===== config.mk =====
export PLATFORM = sky130hd
export DESIGN_NAME = short_name_mangler
export DESIGN_NICKNAME = d
export VERILOG_FILES = /design/src/rtl/smn_pkg.sv /design/src/rtl/smn_front.sv /design/src/rtl/smn_queue.sv /design/src/rtl/smn_back.sv /design/src/rtl/short_name_mangler.sv
export SDC_FILE = /design/constraint.sdc
export NUM_CORES = 1
export LEC_CHECK = 0
export BUFFER_PORTS_ARGS = -buffer_cell sky130_fd_sc_hd__buf_2
export CAP_MARGIN = 30
export CORE_MARGIN = 2
export CORE_UTILIZATION = 45
export CTS_CLUSTER_SIZE = 20
export DETAILED_ROUTE_END_ITERATION = 7
export SLEW_MARGIN = 20
export SYNTH_ARGS = -nofsm -noshare
export SYNTH_HDL_FRONTEND = slang
export SYNTH_SLANG_ARGS = --single-unit

===== constraint.sdc =====
create_clock -name clk -period 6 [get_ports clk]
set_input_delay 0 -clock clk [delete_from_list [all_inputs] [get_ports clk]]
set_output_delay 0 -clock clk [all_outputs]
set_load 0.02 [all_outputs]

===== src/rtl/smn_pkg.sv =====
package smn_pkg;

	// Short name shape
	localparam int BASE_CHARS = 5;
	localparam int EXT_CHARS  = 3;
	localparam int MAX_UNITS  = BASE_CHARS + 4 + EXT_CHARS;

	localparam int BC_W  = $clog2(BASE_CHARS + 1);
	localparam int EC_W  = $clog2(EXT_CHARS + 1);
	localparam int N_W   = $clog2(MAX_UNITS + 1);
	localparam int POS_W = $clog2(MAX_UNITS);

	// Check-digit arithmetic: sum kept mod 42*42, split in base 42
	localparam int SYMS      = 42;
	localparam int SUM_MOD   = SYMS * SYMS;
	localparam int SUM_W     = 11;
	localparam int DIGIT_W   = 6;
	localparam int RECIP     = 1561;  // ceil(2^16 / 42), exact for sums below 1764
	localparam int RECIP_SH  = 16;
	localparam int RECIP_W   = 11;

	// Queue between front and back
	localparam int Q_DEPTH = 2;
	localparam int QP_W    = $clog2(Q_DEPTH);
	localparam int QC_W    = $clog2(Q_DEPTH + 1);

	localparam logic [7:0] CH_DOT   = 8'h2E;
	localparam logic [7:0] CH_TILDE = 8'h7E;

	// One finished name, as handed from front to back
	typedef struct packed {
		logic [BASE_CHARS-1:0][7:0] base;
		logic [BC_W-1:0]            base_cnt;
		logic [EXT_CHARS-1:0][7:0]  ext;
		logic [EC_W-1:0]            ext_cnt;
		logic                       lead_dot;
		logic [SUM_W-1:0]           sum;
	} desc_t;

	typedef struct packed {
		logic valid;
		logic full;
	} q_stat_t;

	// ASCII upper-case, other bytes pass through
	function automatic logic [7:0] upcase(input logic [7:0] b);
		logic [7:0] r;
		r = b;
		if (b >= 8'h61 && b <= 8'h7A) begin
			r = b - 8'h20;
		end
		return r;
	endfunction

	// Map a base-42 digit to its symbol
	function automatic logic [7:0] sym_char(input logic [DIGIT_W-1:0] d);
		logic [7:0] r;
		r = 8'h30;
		case (d)
			6'd36:   r = 8'h5F;  // '_'
			6'd37:   r = 8'h2D;  // '-'
			6'd38:   r = 8'h21;  // '!'
			6'd39:   r = 8'h40;  // '@'
			6'd40:   r = 8'h23;  // '#'
			6'd41:   r = 8'h24;  // '$'
			default: begin
				if (d < 6'd10) begin
					r = 8'h30 + {2'b00, d};
				end else if (d < 6'd36) begin
					r = 8'h41 + {2'b00, d} - 8'd10;
				end
			end
		endcase
		return r;
	endfunction

endpackage


===== src/rtl/smn_front.sv =====
module smn_front
	import smn_pkg::*;
(
	input  logic       clk,
	input  logic       arst_n,
	input  logic       accept,
	input  logic [7:0] name_byte,
	input  logic       last_byte,
	output logic       push,
	output desc_t      push_desc
);

	localparam logic [BC_W-1:0]  BC_MAX = BC_W'(BASE_CHARS);
	localparam logic [EC_W-1:0]  EC_MAX = EC_W'(EXT_CHARS);
	localparam logic [SUM_W:0]   MODV   = (SUM_W+1)'(SUM_MOD);

	logic                       at_start_q;
	logic                       lead_q;
	logic [BASE_CHARS-1:0][7:0] base_q;
	logic [BC_W-1:0]            bc_q;
	logic [EXT_CHARS-1:0][7:0]  ext_q;
	logic [EC_W-1:0]            ec_q;
	logic                       dot_q;
	logic [SUM_W-1:0]           sum_q;

	logic                       is_dot;
	logic [7:0]                 up;
	logic [SUM_W:0]             sum_add;
	logic [SUM_W-1:0]           sum_nx;
	logic                       lead_nx;
	logic [BASE_CHARS-1:0][7:0] base_nx;
	logic [BC_W-1:0]            bc_nx;
	logic [EXT_CHARS-1:0][7:0]  ext_nx;
	logic [EC_W-1:0]            ec_nx;
	logic                       dot_nx;

	// Fold the current byte into the run
	always_comb begin
		is_dot  = (name_byte == CH_DOT);
		up      = upcase(name_byte);
		lead_nx = lead_q | (at_start_q & is_dot);
		sum_add = {1'b0, sum_q} + {{(SUM_W-7){1'b0}}, name_byte};
		sum_nx  = (sum_add >= MODV) ? SUM_W'(sum_add - MODV) : sum_add[SUM_W-1:0];
		base_nx = base_q;
		bc_nx   = bc_q;
		ext_nx  = ext_q;
		ec_nx   = ec_q;
		dot_nx  = dot_q;
		if (is_dot) begin
			dot_nx = 1'b1;
			ec_nx  = '0;
		end else begin
			if (bc_q < BC_MAX) begin
				for (int i = 0; i < BASE_CHARS; i++) begin
					if (bc_q == BC_W'(i)) begin
						base_nx[i] = up;
					end
				end
				bc_nx = bc_q + 1'b1;
			end
			if (dot_q && ec_q < EC_MAX) begin
				for (int i = 0; i < EXT_CHARS; i++) begin
					if (ec_q == EC_W'(i)) begin
						ext_nx[i] = up;
					end
				end
				ec_nx = ec_q + 1'b1;
			end
		end
	end

	// Hand the finished name to the queue
	assign push                = accept & last_byte;
	assign push_desc.base      = base_nx;
	assign push_desc.base_cnt  = bc_nx;
	assign push_desc.ext       = ext_nx;
	assign push_desc.ext_cnt   = ec_nx;
	assign push_desc.lead_dot  = lead_nx;
	assign push_desc.sum       = sum_nx;

	// Run control state; clear it at the end of each name
	always_ff @(posedge clk or negedge arst_n) begin
		if (!arst_n) begin
			at_start_q <= 1'b1;
			lead_q     <= 1'b0;
			bc_q       <= '0;
			ec_q       <= '0;
			dot_q      <= 1'b0;
			sum_q      <= '0;
		end else if (accept) begin
			if (last_byte) begin
				at_start_q <= 1'b1;
				lead_q     <= 1'b0;
				bc_q       <= '0;
				ec_q       <= '0;
				dot_q      <= 1'b0;
				sum_q      <= '0;
			end else begin
				at_start_q <= 1'b0;
				lead_q     <= lead_nx;
				bc_q       <= bc_nx;
				ec_q       <= ec_nx;
				dot_q      <= dot_nx;
				sum_q      <= sum_nx;
			end
		end
	end

	// Character stores hold no reset
	always_ff @(posedge clk) begin
		if (accept) begin
			base_q <= base_nx;
			ext_q  <= ext_nx;
		end
	end

endmodule


===== src/rtl/smn_queue.sv =====
module smn_queue
	import smn_pkg::*;
(
	input  logic    clk,
	input  logic    arst_n,
	input  logic    push,
	input  desc_t   push_desc,
	input  logic    pop,
	output desc_t   head,
	output q_stat_t stat
);

	localparam logic [QP_W-1:0] PTR_LAST = QP_W'(Q_DEPTH - 1);
	localparam logic [QC_W-1:0] CNT_FULL = QC_W'(Q_DEPTH);

	desc_t           mem_q [Q_DEPTH];
	logic [QP_W-1:0] wr_ptr_q;
	logic [QP_W-1:0] rd_ptr_q;
	logic [QC_W-1:0] cnt_q;

	assign head       = mem_q[rd_ptr_q];
	assign stat.valid = (cnt_q != '0);
	assign stat.full  = (cnt_q == CNT_FULL);

	// Store entries
	always_ff @(posedge clk) begin
		if (push) begin
			mem_q[wr_ptr_q] <= push_desc;
		end
	end

	// Advance pointers and count
	always_ff @(posedge clk or negedge arst_n) begin
		if (!arst_n) begin
			wr_ptr_q <= '0;
			rd_ptr_q <= '0;
			cnt_q    <= '0;
		end else begin
			if (push) begin
				wr_ptr_q <= (wr_ptr_q == PTR_LAST) ? '0 : wr_ptr_q + 1'b1;
			end
			if (pop) begin
				rd_ptr_q <= (rd_ptr_q == PTR_LAST) ? '0 : rd_ptr_q + 1'b1;
			end
			if (push && !pop) begin
				cnt_q <= cnt_q + 1'b1;
			end else if (pop && !push) begin
				cnt_q <= cnt_q - 1'b1;
			end
		end
	end

endmodule


===== src/rtl/smn_back.sv =====
module smn_back
	import smn_pkg::*;
(
	input  logic        clk,
	input  logic        arst_n,
	input  desc_t       head,
	input  q_stat_t     q_stat,
	output logic        pop,
	output logic        unit_valid,
	input  logic        unit_ready,
	output logic [15:0] code_unit,
	output logic        last_unit,
	output logic        no_short_name,
	output logic [4:0]  name_bytes
);

	localparam logic [RECIP_W-1:0] RECIP_C = RECIP_W'(RECIP);
	localparam int                 PROD_W  = SUM_W + RECIP_W;

	logic               cur_valid_q;
	desc_t              cur_q;
	logic [POS_W-1:0]   pos_q;
	logic [DIGIT_W-1:0] hi_q;

	logic               out_valid_q;
	logic [7:0]         code_q;
	logic               last_q;
	logic               nsn_q;
	logic [4:0]         nb_q;

	logic [PROD_W-1:0]  hi_prod;
	logic [SUM_W-1:0]   hi_x42;
	logic [SUM_W-1:0]   lo_full;
	logic [DIGIT_W-1:0] lo;
	logic [N_W-1:0]     n_tot;
	logic [N_W-1:0]     p;
	logic [N_W-1:0]     bc;
	logic [N_W-1:0]     off;
	logic               is_last;
	logic               emit;
	logic [7:0]         ch;

	// High check digit by reciprocal multiply of the queued sum
	assign hi_prod = PROD_W'(head.sum) * PROD_W'(RECIP_C);

	// Low check digit from the registered high digit: sum - 42*hi
	assign hi_x42  = SUM_W'({hi_q, 5'b0}) + SUM_W'({hi_q, 3'b0}) + SUM_W'({hi_q, 1'b0});
	assign lo_full = cur_q.sum - hi_x42;
	assign lo      = lo_full[DIGIT_W-1:0];

	// Unit count and position of the current name
	always_comb begin
		bc    = N_W'(cur_q.base_cnt);
		p     = N_W'(pos_q);
		off   = p - bc - N_W'(4);
		n_tot = cur_q.lead_dot ? N_W'(1) : bc + N_W'(4) + N_W'(cur_q.ext_cnt);
		is_last = (p + N_W'(1) == n_tot);
	end

	// Pick the character at the current position
	always_comb begin
		ch = 8'h00;
		if (cur_q.lead_dot) begin
			ch = 8'h00;
		end else if (p < bc) begin
			for (int i = 0; i < BASE_CHARS; i++) begin
				if (p == N_W'(i)) begin
					ch = cur_q.base[i];
				end
			end
		end else if (p == bc) begin
			ch = CH_TILDE;
		end else if (p == bc + N_W'(1)) begin
			ch = sym_char(hi_q);
		end else if (p == bc + N_W'(2)) begin
			ch = sym_char(lo);
		end else if (p == bc + N_W'(3)) begin
			ch = CH_DOT;
		end else begin
			for (int i = 0; i < EXT_CHARS; i++) begin
				if (off == N_W'(i)) begin
					ch = cur_q.ext[i];
				end
			end
		end
	end

	assign emit = cur_valid_q && (!out_valid_q || unit_ready);
	assign pop  = q_stat.valid && (!cur_valid_q || (emit && is_last));

	// Serializer control
	always_ff @(posedge clk or negedge arst_n) begin
		if (!arst_n) begin
			cur_valid_q <= 1'b0;
			pos_q       <= '0;
			out_valid_q <= 1'b0;
		end else begin
			if (pop) begin
				cur_valid_q <= 1'b1;
			end else if (emit && is_last) begin
				cur_valid_q <= 1'b0;
			end
			if (emit) begin
				pos_q <= is_last ? '0 : pos_q + 1'b1;
			end
			if (emit) begin
				out_valid_q <= 1'b1;
			end else if (unit_ready) begin
				out_valid_q <= 1'b0;
			end
		end
	end

	// Load the next name and drive the output register
	always_ff @(posedge clk) begin
		if (pop) begin
			cur_q <= head;
			hi_q  <= hi_prod[RECIP_SH +: DIGIT_W];
		end
		if (emit) begin
			code_q <= ch;
			last_q <= is_last;
			nsn_q  <= cur_q.lead_dot;
			nb_q   <= cur_q.lead_dot ? 5'd0 : 5'({n_tot, 1'b0});
		end
	end

	assign unit_valid    = out_valid_q;
	assign code_unit     = {8'h00, code_q};
	assign last_unit     = last_q;
	assign no_short_name = nsn_q;
	assign name_bytes    = nb_q;

endmodule


===== src/rtl/short_name_mangler.sv =====
// Channel | handshake               | payload
// name    | name_valid / name_ready | name_byte, last_byte
// unit    | unit_valid / unit_ready | code_unit, last_unit, no_short_name, name_bytes
//
// The front takes one name byte per cycle while the name queue (two names) has room.
// The back emits one code unit per cycle from a registered output unless unit_ready
// stalls; a name holds the serializer for its n units (n is 1 for a leading dot, else
// base + 4 + extension). A name passes the queue, cur_q and code_q on its way out.
// Reset clears run state, queue pointers and output valid; character stores keep no reset.
// Either side may stall; the queue and the output register keep the other side moving.
module short_name_mangler
	import smn_pkg::*;
(
	input  logic        clk,
	input  logic        arst_n,
	input  logic        name_valid,
	output logic        name_ready,
	input  logic [7:0]  name_byte,
	input  logic        last_byte,
	output logic        unit_valid,
	input  logic        unit_ready,
	output logic [15:0] code_unit,
	output logic        last_unit,
	output logic        no_short_name,
	output logic [4:0]  name_bytes
);

	logic    accept;
	logic    push;
	logic    pop;
	desc_t   push_desc;
	desc_t   head;
	q_stat_t q_stat;

	// Hold input bytes while the queue is full
	assign name_ready = !q_stat.full;
	assign accept     = name_valid && name_ready;

	smn_front u_front (
		.clk       (clk),
		.arst_n    (arst_n),
		.accept    (accept),
		.name_byte (name_byte),
		.last_byte (last_byte),
		.push      (push),
		.push_desc (push_desc)
	);

	smn_queue u_queue (
		.clk       (clk),
		.arst_n    (arst_n),
		.push      (push),
		.push_desc (push_desc),
		.pop       (pop),
		.head      (head),
		.stat      (q_stat)
	);

	smn_back u_back (
		.clk           (clk),
		.arst_n        (arst_n),
		.head          (head),
		.q_stat        (q_stat),
		.pop           (pop),
		.unit_valid    (unit_valid),
		.unit_ready    (unit_ready),
		.code_unit     (code_unit),
		.last_unit     (last_unit),
		.no_short_name (no_short_name),
		.name_bytes    (name_bytes)
	);

	// A leading-dot transaction is a single empty unit
	a_lead_single: assert property (@(posedge clk) disable iff (!arst_n)
		unit_valid && no_short_name |-> last_unit && name_bytes == 5'd0 && code_unit == 16'h0)
		else $error("leading-dot result malformed");

	// A real short name has at least four characters
	a_min_len: assert property (@(posedge clk) disable iff (!arst_n)
		unit_valid && !no_short_name |-> name_bytes >= 5'd8)
		else $error("short name length too small");

	// A full queue is never empty
	a_q_full: assert property (@(posedge clk) disable iff (!arst_n)
		q_stat.full |-> q_stat.valid)
		else $error("queue full flag without entries");

endmodule

* Word-level counts from Yosys, hierarchy flattened
Memories as Yosys holds them, arrays and structs flattened.
Index checks and enable logic that the tools add are counted.
** Storage, ports and cells
- Output and inout bits :: 25
- Memory bits (writable) :: 162
- Input port bits :: 13
- Bits in latches :: 0
- Word-level logic and storage cells :: 191
- Memories :: 1
- Bits in read-only memories :: 0
- Register bits :: 190
** Memory list
- u_queue.mem_q :: words 2, width 81, rd ports 1, clocked after Yosys merged registers in 0, wr ports 1, RTL line smn_queue.sv:16 : desc_t mem_q [Q_DEPTH];
** Cells by class
- $add $sub $neg :: 26
- Shifts and indexed selects :: 0
- Magnitude comparators :: 10
- Div/mod/pow operators :: 0
- Muxes and demuxes :: 56
- Equal/unequal tests :: 31
- Reductions and logical operators :: 25
- Bitwise gates (word level) :: 3
- Multiply operators :: 1
** Operator list (number)
- 8-bit 2-to-1 mux :: 26
- 8-bit case mux with 6 select lines :: 2
- 40-bit 2-to-1 mux :: 2
- 6-bit == test, second input constant :: 12
- 24-bit 2-to-1 mux :: 2
- 11-bit by 11-bit multiplier with 22-bit output, second input constant :: 1
- 11-bit 2-to-1 mux :: 2
- 7-bit by 6-bit adder with 8-bit output, first input constant :: 2
- 4-bit == test :: 4
- 8-bit by 4-bit subtractor with 8-bit output, second input constant :: 2
- 6-bit by 6-bit adder with 7-bit output, first input constant :: 2
- 11-bit by 8-bit adder with 12-bit output :: 1
- 6-bit adder :: 2
- 4-bit by 2-bit == test with 1-bit output, second input constant :: 3
- 12-bit by 11-bit greater-or-equal comparator with 1-bit output, second input constant :: 1
- 6-bit by 4-bit < comparator with 1-bit output, second input constant :: 2
- 6-bit < comparator, second input constant :: 2
- 1-bit 2-to-1 mux :: 12
- 11-bit subtractor, second input constant :: 1
- 2-bit 2-to-1 mux :: 5
- 2-bit nonzero test :: 5
- 3-bit 2-to-1 mux :: 3
- 3-bit by 2-bit adder with 4-bit output, second input constant :: 2
- 4-bit by 1-bit == test with 1-bit output, second input constant :: 2
- other kinds (35) :: 54

* Depth between registers and ports, before layout
- Depth after elaboration :: 12
- Depth in mapped cells :: 20
- Depth with buffers taken out :: 18

* By module
From an unflattened synthesis, not the netlist that was laid out.
** Second synthesis, totals
- Cells, all modules :: 1358
- Area total of the unflattened synthesis :: 18580.3 µm²
** Modules (own cells, without submodules)
- smn_back :: cells each 678, instances 1, seq. area each 3032.9 µm², area an instance 7582.3 µm²
- smn_queue :: cells each 268, instances 1, seq. area each 4964.8 µm², area an instance 6433.7 µm²
- smn_front :: cells each 410, instances 1, seq. area each 2398.6 µm², area an instance 4554.4 µm²
- short_name_mangler :: cells each 2, instances 1, seq. area each 0.0 µm², area an instance 10.0 µm²

* Worst setup path after synthesis
OpenSTA, ideal clock, no wires.
- Path kind :: reg2reg
- From :: reg u_queue.rd_ptr_q
- To :: reg u_back.hi_q[5], data pin
- Path buffers :: 2
- Period minus slack after synthesis :: 5.147 ns
- Slack :: 0.853 ns
- Setup time :: 0.263 ns
- Data required time :: 5.737 ns
- Stages on the path, launching flop included :: 20
- Arrival time :: 4.884 ns
- Cells stage by stage :: dfrtp_1 > clkbuf_1 > clkbuf_1 > mux2_2 > ha_1 > ha_1 > inv_1 > fa_1 > inv_1 > fa_1 > ha_1 > ha_1 > nand4_1 > nor2_1 > and2_0 > a221o_1 > o211ai_1 > nand2_1 > a311oi_1 > xnor2_1
** RTL lines
- from (decl) :: RTL line smn_queue.sv:18 : logic [QP_W-1:0] rd_ptr_q;
- from (signal assigned) :: RTL line smn_queue.sv:43 : rd_ptr_q <= (rd_ptr_q == PTR_LAST) ? '0 : rd_ptr_q + 1'b1;
- to (signal assigned) :: RTL line smn_back.sv:118 : hi_q <= hi_prod[RECIP_SH +: DIGIT_W];
- to (decl) :: RTL line smn_back.sv:23 : logic [DIGIT_W-1:0] hi_q;

* Worst setup path in the final report
- From :: reg u_queue.rd_ptr_q
- To :: reg u_back.hi_q[5], data pin
** Between the ends
- Word-level cells in the longest chain between the ends :: 2
** Ends and longest elaborated chain
- memory 2 x 81 bit
- 11-bit by 11-bit multiplier with 22-bit output :: RTL line smn_back.sv:44 : assign hi_prod = PROD_W'(head.sum) * PROD_W'(RECIP_C);
- net u_back.hi_prod[21] :: RTL line smn_back.sv:31 : logic [PROD_W-1:0] hi_prod;
The timed path passes the listed nets, and every way through them passes these cells.
A chain may end at the register's enable or synchronous reset.

==> Flow_metrics.wiki <==
{| class="wikitable"
! Metric !! Value
|-
| Result of the run || finished clean
|-
| Dominant register cell in the synthesized netlist || edfxtp_1
|-
| Kind of path behind the tightest hold check || in2async
|-
| Number of storage elements in the synthesis netlist || 351
|-
| Final wirelength || 37000 µm
|-
| Netlist cell types || 90
|-
| Drt initial violations || 772
|-
| Upper clock frequency limit || 0.203 GHz
|-
| Latest clock arrival within the worst-skew pair || 0.57 ns
|-
| Final global-route overflow total || 0
|-
| Most frequent cells in the layout || 322 x edfxtp_1, 131 x ha_1, 129 x mux2_2
|-
| Commonest non-fill, non-tap cell in the layout || edfxtp_1
|-
| Post-cts gate resize count || 0
|-
| Average cell area after synthesis || 13.6 µm²
|-
| Nets@finish || 1512
|-
| DPL Wire Length || 24700 µm
|-
| Sort of element at the start of the critical path || flip-flop
|-
| Die footprint || 41000 µm²
|-
| Worst hold slack || 0.0687 ns
|-
| Average wire per standard cell || 19.5 µm
|-
| Max transition margin || 0.357
|-
| Final Max Tran Viols || 0
|-
| Period Utilization, post-route || 0.820
|-
| Die Wd || 203 µm
|-
| Clock-pin slew reported for the worst setup and hold paths after clock tree synthesis || 0.06 ns
|-
| Post-synth design cell area || 17700 µm²
|-
| Clk sinks || 351
|-
| Top-level I/O count || 38
|-
| Wire length of the first global-routing pass || 58700 µm
|-
| Placement Rows || 72
|-
| Number of post-CTS setup repair buffers || 0
|-
| RePlAce Congestion || 0.846
|-
| Count of antenna-violating nets left after detailed routing || 0
|-
| Fraction of layout instances using a drive strength above 1 || 0.196
|-
| Worst setup EP type || flip-flop
|-
| DRC violation count after routing || 0
|-
| Floorplan die height || 203 µm
|-
| TritonCTS clock tree || done
|-
| Number of port buffers || 28
|-
| Number of search-and-repair iterations in the first detailed-routing pass || 5
|-
| Setup repair after global routing missed its margin || no
|-
| Count of inserted antenna diode cells || 0
|-
| Required time worst endpoint || 6.29 ns
|-
| Largest driver fanout on the critical path || 14
|-
| Area post-placement || 18500 µm²
|-
| Area overhead of the layout relative to synthesis || 11.2%
|-
| Setup clock skew after layout || 0.0244 ns
|-
| Number of instances in the synthesized netlist || 1304
|-
| Final setup violation count || 0
|-
| Reg-to-reg startpoint || u_queue.rd_ptr_q
|-
| Area of all placed cells without fillers || 19700 µm²
|-
| Final hold violation count || 0
|-
| Share of synthesized flip-flops with an asynchronous set or reset || 0.0826
|-
| Critical Setup Path Class || reg2reg
|-
| Worst-margin pin slew || 0.960 ns
|-
| All-Layer GR Usage || 0.186
|-
| Count of synthesis-stage warnings from yosys || 0
|-
| Initial core utilization || 0.458
|-
| Vias in the first global route || 10323
|-
| Arrival time at the worst endpoint || 5.21 ns
|-
| Via count normalized by instance count || 5.46
|-
| Clock tree buffer depth || 3
|-
| Number of buffers inserted during clock tree synthesis || 37
|-
| Worst reg2reg path endpoint || u_back.hi_q[5]
|-
| Count of flip-flops with a built-in enable after synthesis || 322
|-
| Worst reg2reg path depth || 17
|-
| Number of maximum-capacitance constraint violations || 0
|-
| Clk Tree Root Cell || clkbuf_16
|-
| Number of H-tree levels || 2
|-
| Initial antenna violation count || 0
|-
| Reg-to-reg slack, setup || 1.08 ns
|-
| Via count || 10343
|-
| Pin count of the biggest net entering global routing || 65
|-
| Post-layout minimum cycle time || 4.92 ns
|-
| Sequential cell area fraction in the yosys report || 0.586
|-
| Timing startpoint of the critical path || u_queue.rd_ptr_q
|-
| Setup tns final || 0 ns
|-
| Core box area || 38700 µm²
|}
## cell usage after synthesis (7+ instances only)
| cell type | n | area, µm² |
|---|---|---|
| nand2b_1 | 8 | 50.1 |
| nand3_1 | 18 | 90.1 |
| o31ai_1 | 7 | 52.6 |
| fa_1 | 18 | 360 |
| buf_4 | 10 | 75.1 |
| a211oi_1 | 8 | 60.1 |
| nor2b_1 | 8 | 50.1 |
| mux2_2 | 129 | 1450 |
| a22o_1 | 11 | 96.3 |
| and2_1 | 7 | 43.8 |
| a22oi_1 | 14 | 105 |
| inv_1 | 88 | 330 |
| dfrtp_1 | 28 | 701 |
| xnor2_1 | 34 | 298 |
| o211ai_1 | 7 | 52.6 |
| nor2_1 | 63 | 236 |
| nor3_1 | 7 | 35.0 |
| a21oi_1 | 47 | 235 |
| nand2_1 | 81 | 304 |
| o21ai_0 | 69 | 345 |
| edfxtp_1 | 322 | 9670 |
| ha_1 | 131 | 1640 |
| clkbuf_1 | 33 | 124 |
| xor2_1 | 17 | 149 |
## worst max-delay path by stage
stage                                 to  slack, ns  cells after the start
after CTS                 u_back.hi_q[5]       1.05                     17
final                     u_back.hi_q[5]       1.08                     17
after floorplan           u_back.hi_q[5]       0.85                     19
after global routing      u_back.hi_q[5]       0.78                     17
after global placement    u_back.hi_q[5]       1.13                     17
after detailed placement  u_back.hi_q[5]       1.06                     17
## cells by family after synthesis
logic type               share of synthesized area
flip-flops                                   0.586
AND/OR/NAND/NOR                             0.0681
adder cells (fa/ha/maj)                      0.113
other                                     0.000211
AO/OA/AOI/OAI                               0.0896
XOR/XNOR                                    0.0274
buffers and inverters                       0.0328
multiplexers                                0.0830
## per-layer routing
layer  GRT usage  up-vias  wire length (µm)  part of all wire
met4      0.0647        0               960             0.026
met1       0.266     5136             17800              0.48
met3      0.0274       55              1440             0.039
met5           0        -                 0                 0
met2       0.291      209             16800              0.45
li1            -     4943                 -                 -
## sequential cells by signal, indices dropped and copies added, names as in the netlist, 3 cells and up
name / cells
u_back.bc: 3
u_front.base_q: 40
u_back.code_q: 8
u_back.hi_q: 6
u_queue.mem_q: 162
u_front.sum_q: 11
u_back.cur_q: 73
u_back.name_bytes: 4
u_back.p: 4
u_front.bc_q: 3
u_front.ext_q: 24
## critical path: stages (launching register included)
cell	delay [ns]
dfrtp_4	0.54
mux2_2	0.41
ha_1	0.30
ha_1	0.33
ha_1	0.29
inv_1	0.05
fa_1	0.51
fa_1	0.54
inv_1	0.04
ha_1	0.28
nand4_1	0.09
nor2_1	0.07
and2_0	0.15
a221o_1	0.33
o211ai_1	0.21
nand2_1	0.12
a311oi_1	0.31
xnor2_1	0.09
## layout make-up
type	instances	area [µm²]
Fill cell	3339	19000
Sequential cell	351	10400
Multi-Input combinational cell	821	6820
Clock buffer	49	1000
Tap cell	518	648
Inverter	91	343
Timing Repair Buffer	48	313
Clock inverter	17	195
## repair_timing
action | in CTS | in global routing
hold buffers | 4 | 0
setup endpoints to repair | 0 | 0
endpoints found under the hold margin | 41 | 0
## per-stage QoR
stage / utilization / instances / setup WS (ns)
global placement: 0.476 / 1823 / 1.13
floorplan: - / 1312 / 0.853
CTS: 0.508 / 1894 / 1.05
finish: 0.509 / 1895 / 1.08
global route: 0.509 / 1895 / 0.779
detailed placement: 0.477 / 1824 / 1.06
Power is not shown: default switching activity piles up to over one toggle a cycle in this logic, so the estimate is an artifact.
